<file path="src/rlps_pkg.sv">
// Shared types and constants for the addressable RGB LED line serializer.
`timescale 1ns / 1ps
`default_nettype none

package rlps_pkg;

   // Pixel store depth and derived widths
   localparam int MAX_LEDS = 256;
   localparam int LED_W    = $clog2(MAX_LEDS);
   localparam int N_W      = $clog2(MAX_LEDS + 1);
   localparam int BYTE_W   = $clog2(3 * MAX_LEDS + 1);

   // Pixel word: green, red, blue from the top byte down
   localparam int PIXEL_W  = 24;

   // Configuration port
   localparam int CSR_ADDR_W = 5;
   localparam int CSR_DATA_W = 32;

   localparam logic [2:0] REG_LED_COUNT = 3'd0;
   localparam logic [2:0] REG_ZERO_HIGH = 3'd1;
   localparam logic [2:0] REG_ZERO_LOW  = 3'd2;
   localparam logic [2:0] REG_ONE_HIGH  = 3'd3;
   localparam logic [2:0] REG_ONE_LOW   = 3'd4;
   localparam logic [2:0] REG_GAP       = 3'd5;

   localparam logic [8:0]  RST_LED_COUNT = 9'd0;
   localparam logic [7:0]  RST_ZERO_HIGH = 8'd4;
   localparam logic [7:0]  RST_ZERO_LOW  = 8'd9;
   localparam logic [7:0]  RST_ONE_HIGH  = 8'd8;
   localparam logic [7:0]  RST_ONE_LOW   = 8'd5;
   localparam logic [15:0] RST_GAP       = 16'd800;

   // Command codes carried in the mode field
   localparam logic [2:0] MODE_TICK  = 3'd0;
   localparam logic [2:0] MODE_SET   = 3'd1;
   localparam logic [2:0] MODE_FILL  = 3'd2;
   localparam logic [2:0] MODE_CLEAR = 3'd3;
   localparam logic [2:0] MODE_SHOW  = 3'd4;

   // Byte within the current pixel
   localparam logic [1:0] PART_GREEN = 2'd0;
   localparam logic [1:0] PART_RED   = 2'd1;
   localparam logic [1:0] PART_BLUE  = 2'd2;

   typedef enum logic [1:0] {
      ST_RUN,
      ST_LOAD_FIRST,
      ST_LOAD_PIXEL,
      ST_FILL
   } ctrl_state_type;

   typedef struct packed {
      logic [8:0]  led_count;
      logic [7:0]  zero_high;
      logic [7:0]  zero_low;
      logic [7:0]  one_high;
      logic [7:0]  one_low;
      logic [15:0] gap;
   } cfg_type;

   typedef struct packed {
      logic take_item;
      logic load_first;
      logic load_pixel;
      logic fill_step;
   } cmd_type;

   typedef struct packed {
      logic sending;
      logic n_zero;
      logic fill_last;
   } status_type;

   typedef struct packed {
      logic line_level;
      logic busy_res;
      logic frame_done;
      logic rejected;
   } result_type;

endpackage

`default_nettype wire

</file>
<file path="src/rlps_ctrl.sv">
// Controller state machine: transaction acceptance, store read-in and fill sweep.
`timescale 1ns / 1ps
`default_nettype none

module rlps_ctrl
   import rlps_pkg::*;
(
   input  wire logic       clock,
   input  wire logic       reset,
   input  wire logic       req_valid,
   input  wire logic [2:0] req_mode,
   input  wire logic       out_free,
   input  wire status_type status,
   output      logic       req_ready,
   output      cmd_type    cmd
);

   ctrl_state_type state_ff;
   ctrl_state_type state_in;

   always_comb begin
      state_in = state_ff;
      case (state_ff)
         ST_RUN: begin
            if (cmd.take_item && !status.sending) begin
               if (req_mode == MODE_SHOW) begin
                  state_in = ST_LOAD_FIRST;
               end else if (req_mode == MODE_FILL && !status.n_zero) begin
                  state_in = ST_FILL;
               end
            end
         end
         ST_LOAD_FIRST: state_in = ST_LOAD_PIXEL;
         ST_LOAD_PIXEL: state_in = ST_RUN;
         ST_FILL: begin
            if (status.fill_last) begin
               state_in = ST_RUN;
            end
         end
         default: state_in = ST_RUN;
      endcase
   end

   always_comb begin
      req_ready      = (state_ff == ST_RUN) && out_free;
      cmd.take_item  = req_ready && req_valid;
      cmd.load_first = (state_ff == ST_LOAD_FIRST);
      cmd.load_pixel = (state_ff == ST_LOAD_PIXEL);
      cmd.fill_step  = (state_ff == ST_FILL);
   end

   always_ff @(posedge clock) begin
      if (reset) begin
         state_ff <= ST_RUN;
      end else begin
         state_ff <= state_in;
      end
   end

endmodule

`default_nettype wire

</file>
<file path="config.mk">
export PLATFORM = sky130hd
export DESIGN_NAME = rlps_ctrl
export DESIGN_NICKNAME = d
export VERILOG_FILES = /design/src/rlps_pkg.sv /design/src/rlps_ctrl.sv
export SDC_FILE = /design/constraint.sdc
export NUM_CORES = 1
export LEC_CHECK = 0
export BUFFER_PORTS_ARGS = -buffer_cell sky130_fd_sc_hd__buf_2
export CORE_AREA = 3 3 40 42
export CTS_CLUSTER_SIZE = 10
export DETAILED_ROUTE_END_ITERATION = 16
export DIE_AREA = 0 0 43 45
export GPL_ROUTABILITY_DRIVEN = 0
export MAX_ROUTING_LAYER = met4
export SETUP_SLACK_MARGIN = 0.3
export SLEW_MARGIN = 30
export SYNTH_ARGS = -nofsm -noshare
export SYNTH_HDL_FRONTEND = slang
export SYNTH_SLANG_ARGS = --single-unit
</file>
<file path="constraint.sdc">
create_clock -name clock -period 2.1 [get_ports clock]
set_input_delay 0.42 -clock clock [delete_from_list [all_inputs] [get_ports clock]]
set_output_delay 0.42 -clock clock [all_outputs]
set_load 0.03 [all_outputs]
</file>
# Word level (Yosys, flattened, before mapping)
# Index checks and enable logic that the tools add are counted.
[word_totals] elab_cells=22 ff_bits=2 output_inout_bits=5 input_bits=10
[classes] n_reduce_logical=8 eq_ne=8 mux=5
[ops] op="2-to-1 mux 2 bit" count=4
[ops] op="case mux 2 bit (4 select lines)" count=1
[ops] op="== test 2 bit, second input constant" count=2
[ops] op="logical AND 1 bit" count=4
[ops] op="inequality test 2 bit, second input constant" count=2
[ops] op="== test 3 x 2 -> 1 bit, second input constant" count=1
[ops] op="== test 3 bit, second input constant" count=1
[ops] op="inequality test 3 bit, second input constant" count=1
[ops] op="AND reduction 3 bit" count=1
[ops] op="== test 2 x 1 -> 1 bit, second input constant" count=1
[ops] op="logical NOT 1 bit" count=2
[ops] op="logical NOT 2 bit" count=1

# Logic depth before layout (Yosys ltp)
[depth] depth_word=6 depth_mapped=3 depth_no_buf=3

# Worst setup path before layout
# No wires, ideal clock.
[synth_path] kind="input -> output" startpoint="input out_free" endpoint="output req_ready" required_ps=1680 stages=1 path_buffers=0 t_arrival_ps=1151 slack_ps=529 path_cell_list="nor3b_1"
[synth_between] elab_chain_cells=1
[synth_lines] item="start, declared" line_no="rlps_ctrl.sv:12" rtl="input wire logic out_free,"
[synth_lines] item="logical AND 1 bit" line_no="rlps_ctrl.sv:45" rtl="req_ready = (state_ff == ST_RUN) && out_free;"
[synth_lines] item="end, declared" line_no="rlps_ctrl.sv:14" rtl="output logic req_ready,"
# No other way between the ends.

==> key figures <==
Status
  • Status: completed

Global route
  • GRT Overall Usage: 6.16%
  • First-pass GRT wire length: 807 um
  • GRT overflow: 0
  • Vias in the first global route: 202
  • Largest net degree at the start of global routing: 9
  • Initial antenna violation count: 0

Logic synthesis
  • Yosys top cell area share: 25.0%
  • Commonest cells post-synth: nand2_1, nor2_1, dfxtp_1
  • Area of the mapped netlist: 160 um2
  • Top_reg_cell synth: dfxtp_1
  • Fraction of registers with async set/reset: 0%
  • Synth top area cells: dfxtp_1, nor4_2, o31ai_2, nand2_1, nor2_1
  • Post-synth net total: 31
  • Yosys reg bits: 2
  • Syn Inst Count: 21
  • Post-synth EDFFs: 0
  • Area leader, netlist: dfxtp_1
  • Syn Area/Cell: 7.63 um2
  • Unique cell type count in the Yosys netlist: 16
  • Seq/Total Area, Yosys: 25.0%
  • Synth warn: 0

Timing
  • Slew headroom: 82.8%
  • Final setup margin: 0.614 ns
  • Final hold vios: 0
  • Least-Margin Pin Slew: 0.257 ns
  • Count of final setup violators: 0
  • Fin crit period: 1.49 ns
  • Post-route clock period utilization: 70.8%
  • Clk_skew: 0.00689 ns
  • Post-route setup TNS: 0 ns
  • Fmax achieved: 0.673 GHz
  • RSZ-0062 raised after global routing: false
  • Final Max Slew Viols: 0

Final layout
  • Final Non-Filler Cells: 53
  • Area growth, synth to finish: 69.5%
  • Final Core Density: 21.1%
  • Max FFs per register: 2
  • Fin nets: 50
  • Share of cells above drive strength 1: 50.0%
  • N_diodes: 0
  • Final Instance Area: 272 um2
  • Largest register by flop count: state_ff
  • Top flop regs: state_ff: 2 flops

Setup path
  • Kind of critical path: register to output port
  • R2r setup slk: 1.06 ns
  • Nature of the critical path endpoint: output port
  • CP arrival: 1.07 ns
  • Reg-to-reg critical path startpoint: state_ff[1]
  • Critical Path Start Type: register
  • Critical Path Fanout Max: 8
  • Crit path launch: state_ff[0]
  • Required time worst endpoint: 1.68 ns

Floorplan
  • Full die area: 1940 um2
  • Die Wd: 43 um
  • CORE AREA: 1280 um2
  • Die Y: 45 um
  • Row cnt: 13
  • Ports: 15
  • Initial core utilization: 12.5%

Placement
  • Placed insts: 50
  • Placement Cell Area: 249 um2
  • Post-DP HPWL: 386 um
  • Port Buf Inserts: 14
  • Setup Slack @ Placement: 0.766 ns

Routing
  • Iter 0 DRT Violations: 2
  • Routed vias/inst: 3.85
  • Initial DRT Pass Iterations: 3
  • WL/cell: 8.58 um
  • ANT nets after route: 0
  • Detailed Route WL: 455 um
  • # DRC: 0
  • Routed vias: 204

Clock network
  • Hold Buf Count CTS: 0
  • CTS tree: done
  • H-tree depth: 1
  • Post-CTS Setup Bufs: 0
  • Worst-Skew Late Latency: 0.23 ns
  • Inserted Clock Buffers: 3
  • Root Buffer: clkbuf_4
  • Clock sink count: 2
  • Max clock buf depth: 2
  • Post-CTS Resized: 0
  • CTS clk-pin slew, worst paths: 0.03 ns

Power and ir drop
  • Leakage: 0.135 nW
  • Power per cell area: 566 nW/um2
  • Peak supply drop: 123 uV

Flow run
  • Max Cap Viol: 0

Min path
  • Hold Crit Start: status[0]
  • Hold Crit Class: input pin to register
[report_power, final]
group	switching, mW	internal, mW	total (mW)	leakage, nW
Sequential	0.000649	0.0386	0.0393	0.0161
Combinational	0.0145	0.0130	0.0275	0.105
Clock	0.0238	0.0632	0.0870	0.0138
[worst max-delay path, stage by stage (launching register included)]
cell	delay, ns
dfxtp_1	0.45
and2_1	0.19
buf_2	0.20
[layout make-up]
| cell class | instances | area (um2) |
|---|---|---|
| fill | 151 | 1010 |
| multi-input combinational | 19 | 120 |
| timing repair buffer | 14 | 70.1 |
| sequential | 2 | 40.0 |
| clock buffer | 3 | 22.5 |
| tap | 15 | 18.8 |
[cells by family (layout without fill, tap and decap cells)]
| group | Yosys count | in the layout | synth area share, % |
|---|---|---|---|
| AO/OA/AOI/OAI | 4 | 4 | 21.1 |
| buffers and inverters | 0 | 17 | 0 |
| flip-flops | 2 | 2 | 25.0 |
| AND/OR/NAND/NOR | 15 | 15 | 53.9 |
[cells in the final DEF (no fill, tap or decap), types with 2 or more instances in the layout]
cell,instances
clkbuf_4,3
nor2_1,3
buf_2,14
nand2_1,3
dfxtp_1,2
[through the flow]
stage / power [mW] / hold WS, ns
after CTS: 0.159 / 0.486
after global placement: 0.0674 / 0.594
after global routing: 0.165 / 0.519
final: 0.154 / 0.492
after detailed placement: 0.0675 / 0.588
after floorplan: 0.0536 / 0.538
[metal layers]
layer  GRT usage (%)  up-vias  share of wire (%)
li1                -      109                  -
met1            6.00       87                 40
met2            8.38        8                 52
met3            2.79        0                7.5
met4            7.23        0                  0
met5               -        -                  0
[path summary, 6_finish.rpt]
kind                                    end  cells past startpoint
worst max register to register  state_ff[0]                      3
worst min register to register  state_ff[1]                      3
worst min-delay path            state_ff[0]                      4
worst max-delay path                 cmd[0]                      2
(Power assumes the default switching activity.)
