$ cat src/rlps_pkg.sv
// Shared types and constants for the addressable RGB LED line serializer.
`timescale 1ns / 1ps
`default_nettype none

package rlps_pkg;

   // Pixel store depth and derived widths
   localparam int MAX_LEDS = 256;
   localparam int LED_W    = $clog2(MAX_LEDS);
   localparam int N_W      = $clog2(MAX_LEDS + 1);
   localparam int BYTE_W   = $clog2(3 * MAX_LEDS + 1);

   // Pixel word: green, red, blue from the top byte down
   localparam int PIXEL_W  = 24;

   // Configuration port
   localparam int CSR_ADDR_W = 5;
   localparam int CSR_DATA_W = 32;

   localparam logic [2:0] REG_LED_COUNT = 3'd0;
   localparam logic [2:0] REG_ZERO_HIGH = 3'd1;
   localparam logic [2:0] REG_ZERO_LOW  = 3'd2;
   localparam logic [2:0] REG_ONE_HIGH  = 3'd3;
   localparam logic [2:0] REG_ONE_LOW   = 3'd4;
   localparam logic [2:0] REG_GAP       = 3'd5;

   localparam logic [8:0]  RST_LED_COUNT = 9'd0;
   localparam logic [7:0]  RST_ZERO_HIGH = 8'd4;
   localparam logic [7:0]  RST_ZERO_LOW  = 8'd9;
   localparam logic [7:0]  RST_ONE_HIGH  = 8'd8;
   localparam logic [7:0]  RST_ONE_LOW   = 8'd5;
   localparam logic [15:0] RST_GAP       = 16'd800;

   // Command codes carried in the mode field
   localparam logic [2:0] MODE_TICK  = 3'd0;
   localparam logic [2:0] MODE_SET   = 3'd1;
   localparam logic [2:0] MODE_FILL  = 3'd2;
   localparam logic [2:0] MODE_CLEAR = 3'd3;
   localparam logic [2:0] MODE_SHOW  = 3'd4;

   // Byte within the current pixel
   localparam logic [1:0] PART_GREEN = 2'd0;
   localparam logic [1:0] PART_RED   = 2'd1;
   localparam logic [1:0] PART_BLUE  = 2'd2;

   typedef enum logic [1:0] {
      ST_RUN,
      ST_LOAD_FIRST,
      ST_LOAD_PIXEL,
      ST_FILL
   } ctrl_state_type;

   typedef struct packed {
      logic [8:0]  led_count;
      logic [7:0]  zero_high;
      logic [7:0]  zero_low;
      logic [7:0]  one_high;
      logic [7:0]  one_low;
      logic [15:0] gap;
   } cfg_type;

   typedef struct packed {
      logic take_item;
      logic load_first;
      logic load_pixel;
      logic fill_step;
   } cmd_type;

   typedef struct packed {
      logic sending;
      logic n_zero;
      logic fill_last;
   } status_type;

   typedef struct packed {
      logic line_level;
      logic busy_res;
      logic frame_done;
      logic rejected;
   } result_type;

endpackage

`default_nettype wire

$ cat src/rlps_csr.sv
// Configuration register file behind the APB-style port.
`timescale 1ns / 1ps
`default_nettype none

module rlps_csr
   import rlps_pkg::*;
(
   input  wire logic                  clock,
   input  wire logic                  reset,
   input  wire logic                  csr_psel,
   input  wire logic                  csr_penable,
   input  wire logic                  csr_pwrite,
   input  wire logic [CSR_ADDR_W-1:0] csr_paddr,
   input  wire logic [CSR_DATA_W-1:0] csr_pwdata,
   output      logic [CSR_DATA_W-1:0] csr_prdata,
   output      logic                  csr_pready,
   output      cfg_type               cfg
);

   cfg_type    cfg_ff;
   cfg_type    cfg_in;
   logic [2:0] reg_idx;
   logic       wr_strobe;

   assign reg_idx   = csr_paddr[4:2];
   assign wr_strobe = csr_psel && csr_penable && csr_pwrite;
   assign csr_pready = 1'b1;
   assign cfg = cfg_ff;

   always_comb begin
      cfg_in = cfg_ff;
      if (wr_strobe) begin
         case (reg_idx)
            REG_LED_COUNT: cfg_in.led_count = csr_pwdata[8:0];
            REG_ZERO_HIGH: cfg_in.zero_high = csr_pwdata[7:0];
            REG_ZERO_LOW:  cfg_in.zero_low  = csr_pwdata[7:0];
            REG_ONE_HIGH:  cfg_in.one_high  = csr_pwdata[7:0];
            REG_ONE_LOW:   cfg_in.one_low   = csr_pwdata[7:0];
            REG_GAP:       cfg_in.gap       = csr_pwdata[15:0];
            default:       cfg_in = cfg_ff;
         endcase
      end
   end

   always_comb begin
      case (reg_idx)
         REG_LED_COUNT: csr_prdata = CSR_DATA_W'(cfg_ff.led_count);
         REG_ZERO_HIGH: csr_prdata = CSR_DATA_W'(cfg_ff.zero_high);
         REG_ZERO_LOW:  csr_prdata = CSR_DATA_W'(cfg_ff.zero_low);
         REG_ONE_HIGH:  csr_prdata = CSR_DATA_W'(cfg_ff.one_high);
         REG_ONE_LOW:   csr_prdata = CSR_DATA_W'(cfg_ff.one_low);
         REG_GAP:       csr_prdata = CSR_DATA_W'(cfg_ff.gap);
         default:       csr_prdata = '0;
      endcase
   end

   always_ff @(posedge clock) begin
      if (reset) begin
         cfg_ff.led_count <= RST_LED_COUNT;
         cfg_ff.zero_high <= RST_ZERO_HIGH;
         cfg_ff.zero_low  <= RST_ZERO_LOW;
         cfg_ff.one_high  <= RST_ONE_HIGH;
         cfg_ff.one_low   <= RST_ONE_LOW;
         cfg_ff.gap       <= RST_GAP;
      end else begin
         cfg_ff <= cfg_in;
      end
   end

endmodule

`default_nettype wire

$ cat config.mk
export PLATFORM = sky130hd
export DESIGN_NAME = rlps_csr
export DESIGN_NICKNAME = d
export VERILOG_FILES = /design/src/rlps_pkg.sv /design/src/rlps_csr.sv
export SDC_FILE = /design/constraint.sdc
export NUM_CORES = 1
export LEC_CHECK = 0
export ABC_AREA = 1
export BUFFER_PORTS_ARGS = -buffer_cell sky130_fd_sc_hd__buf_4
export CELL_PAD_IN_SITES_DETAIL_PLACEMENT = 0
export CELL_PAD_IN_SITES_GLOBAL_PLACEMENT = 1
export CORE_UTILIZATION = 35
export CTS_BUF_LIST = sky130_fd_sc_hd__clkbuf_8
export DETAILED_ROUTE_END_ITERATION = 8
export HOLD_SLACK_MARGIN = 0.02
export PLACE_DENSITY_LB_ADDON = 0.08
export SLEW_MARGIN = 0
export SYNTH_ARGS = -nofsm -noshare
export SYNTH_HDL_FRONTEND = slang
export SYNTH_SLANG_ARGS = --single-unit
$ cat constraint.sdc
create_clock -name clock -period 4.5 [get_ports clock]
set_input_delay 1.35 -clock clock [delete_from_list [all_inputs] [get_ports clock]]
set_output_delay 1.35 -clock clock [all_outputs]
set_load 0.05 [all_outputs]
# After elaboration in Yosys (flattened, before gate mapping)
# Cells that the tools add are included.
[classes] n_reduce_logical=9 mux=1 n_eq_ne=5
[op_table] op="$pmux W16 S6" n=1
[op_table] op="$reduce_and A2 Y1" n=6
[op_table] op="$eq A3 B2 Y1 const B" n=2
[op_table] op="$eq A3 B3 Y1 const B" n=2
[op_table] op="$eq A3 B1 Y1 const B" n=1
[op_table] op="$logic_not A3 Y1" n=1
[op_table] op="$logic_and A1 B1 Y1" n=2
[word_totals] word_cells=21 output_inout_bits=90 register_bits=57 in_bits=42

# Logic depth before layout (Yosys ltp)
[logic_depth] depth_word=3 depth_mapped=8 depth_no_buf=7

# Least setup slack after synthesis
# OpenSTA, ideal clock, no wires.
[synth_timing] kind="input -> output" from="input csr_paddr[4]" to="output csr_prdata[8]" cell_stages=4 arrival_time_ns=2.892 path_slack_ns=0.258 required_time_ns=3.150 n_path_buf=2 path_cell_list="buf_4 > nand3_2 > clkbuf_1 > o21ai_0"
[synth_between] elab_chain_len=2 word_cells_on_any_way=7 cone_classes="5 x eq/ne; 1 x mux; 1 x reduce/logical"
[synth_lines] element="start: declaration" line="rlps_csr.sv:13" source="input wire logic [CSR_ADDR_W-1:0] csr_paddr,"
[synth_lines] element="$eq A3 B3 Y1, or another cell as far along" line="rlps_csr.sv:46" source="case (reg_idx)"
[synth_lines] element="$pmux W16 S6 (*)" line="rlps_csr.sv:46"
[synth_lines] element="end: declaration" line="rlps_csr.sv:15" source="output logic [CSR_DATA_W-1:0] csr_prdata,"
# Every way passes the cells marked *; elsewhere a longest branch is shown, timed or not.

# Worst setup path after layout
[layout_timing] from="input csr_paddr[4]" to="output csr_prdata[3]"
# Same word-level chain as after synthesis.

==> flow_summary.ini <==
[sta]
tightest_slew_ps = 973
fin_crit_sh = 0.901
fin_crit_ps = 4050
finalClockSkew_ps = 0
drv_slew = 0
slew_headroom = 0.351
finalSetupViolCount = 0
hold_viol = 0
max_freq_ghz = 0.247
grt_setup_unrepaired = false
finalSetupTns_ps = 0

[floorplanning]
start_util = 0.362
rows = 33
die_y_um = 94.4
ios = 132
die_area_sq_um = 8910
die_x_um = 94.4
core_sq_um = 8260

[power_and_ir_drop]
total_power_mw = 1.10
ir_worst_vdd_mv = 0.117
leakage_nw = 1.90
power.density_nw_per_um2 = 288

[clock_tree]
postCtsHoldBufs = 0
cts-htree-levels = 3
cts_tree = yes
clock_latency_ps = 330
clkTransAtPathRegs_ps = 60
clk_path_buf_depth = 2
numCtsBuffers = 9
cts_setup_buffers = 0
cts.repair.resized = 0
clock-sinks = 57
cts-root-buf = clkbuf_8

[finish]
fin_nets = 602
final_core_util = 0.462
syn_to_final_growth_pct = 27.7
fin_area_sq_um = 3810
final_cells = 667
drive_above_1_share = 0.221
largest_reg_flops = 57
fill_cells = 919
n_antenna_cell = 0

[global_routing]
first_global_vias = 2727
grt_start_max_net_pins = 31
grt_first_pass_wirelength_um = 14600
antenna_found_initial = 0
grt_usage = 0.223
grt-ovfl-total = 0

[worst_setup_path]
cp_max_fo = 20
criticalPathCategory = in -> out
worstPathRequired_ps = 3150
critPathArrivalTime_ps = 2700
critPathLaunchType = primary input
crit_path_end_kind = primary output

[logic_synthesis]
ys_warn_count = 0
synth.top_cell.area_share = 0.382
syn_avg_cell_area_sq_um = 6.28
ys_types = 18
netlist_instances = 476
yosysTopAreaCell = dfxtp_1
async_flop_share = 0
ys_ff_latch = 57
synth_edf_count = 0
syn-cell-area_sq_um = 2990
yosysMostFrequentCell = nand2_1
ys_top_cells_by_area = dfxtp_1 38%, nand2_1 17%, nor2_1 15%, nand3_1 9.5%, buf_4 5.8%
synthFlopType = dfxtp_1
yosys-top-cells-count = 132 x nand2_1, 116 x nor2_1, 57 x dfxtp_1, 57 x nand3_1, 35 x inv_1
synth_seq_area_share = 0.382

[run_status]
outcome = finished clean

[route]
postRouteWirelength_um = 9300
detail_route.vias_per_cell = 4.62
drtIter0Drc = 150
vias = 3084
ant_nets = 0
wl_per_cell_um = 13.9
first_pass_iters = 4
drc = 0

[placed_design]
dp_hpwl_um = 6620
placed_cells = 654
portBuffers = 96
placed_area_sq_um = 3660
gp_congestion = 0.881

[hold_path]
hold_class = reg -> reg

[job]
drv_cap = 0
layout make-up:
cell class / instances / area, sq um / area share
multi-input cells: 355 / 1500 / 0.393
flip-flops and latches: 57 / 1140 / 0.299
repair buffers: 101 / 758 / 0.199
clock buffers: 10 / 138 / 0.0361
inverters: 36 / 135 / 0.0354
well taps: 105 / 131 / 0.0344
clock inverters: 3 / 12.5 / 0.00328
stage by stage:
stage	setup slack (ps)	hold WS [ps]
after detailed placement	461	493
final	445	500
after CTS	460	501
after floorplan	258	697
after global routing	295	524
after global placement	442	482
layout by cell type (no fill, tap or decap), types with 6 or more instances in the layout:
cell,n
nand3_1,57
buf_4,101
clkbuf_8,10
conb_1,17
nand4_1,14
dfxtp_1,57
inv_1,37
nor2_2,6
nor2_1,116
o21ai_0,6
nand2_1,132
power breakdown:
group          total [mW]  leakage [nW]  internal, mW  switching (mW)
Sequential          0.517         0.460         0.511         0.00580
Combinational       0.184          1.35        0.0447           0.139
Clock               0.399        0.0865         0.201           0.198
final timing paths:
path | from | end | slack [ps] | cells past startpoint
hold / removal | cfg[45] | cfg[45] | 500 | 2
setup / recovery | csr_paddr[4] | csr_prdata[3] | 450 | 9
hold reg to reg | cfg[45] | cfg[45] | 500 | 2
setup reg to reg | cfg[27] | cfg[27] | 3860 | 2
worst max-delay path: stages:
cell	delay [ps]
buf_4	190
inv_2	210
nand2_1	130
nor2_4	320
nand2_1	130
nand2_1	80
inv_1	40
nand2_1	70
buf_4	190
per-layer routing:
layer,GRT usage,vias up,part of all wire
li1,-,1606,-
met1,0.309,1368,0.47
met2,0.336,104,0.45
met3,0.0523,6,0.072
met4,0.0782,0,0.011
met5,0,-,0
cells by family (layout without fill, tap and decap cells):
| logic type | Yosys count | in the layout | share of synthesized area |
|---|---|---|---|
| other cells | 2 | 17 | 0.00251 |
| compound gates | 8 | 8 | 0.0134 |
| buf+inv | 79 | 150 | 0.135 |
| simple gates | 330 | 330 | 0.467 |
| flops | 57 | 57 | 0.382 |
No activity file was read; power rests on OpenSTA's default activity.
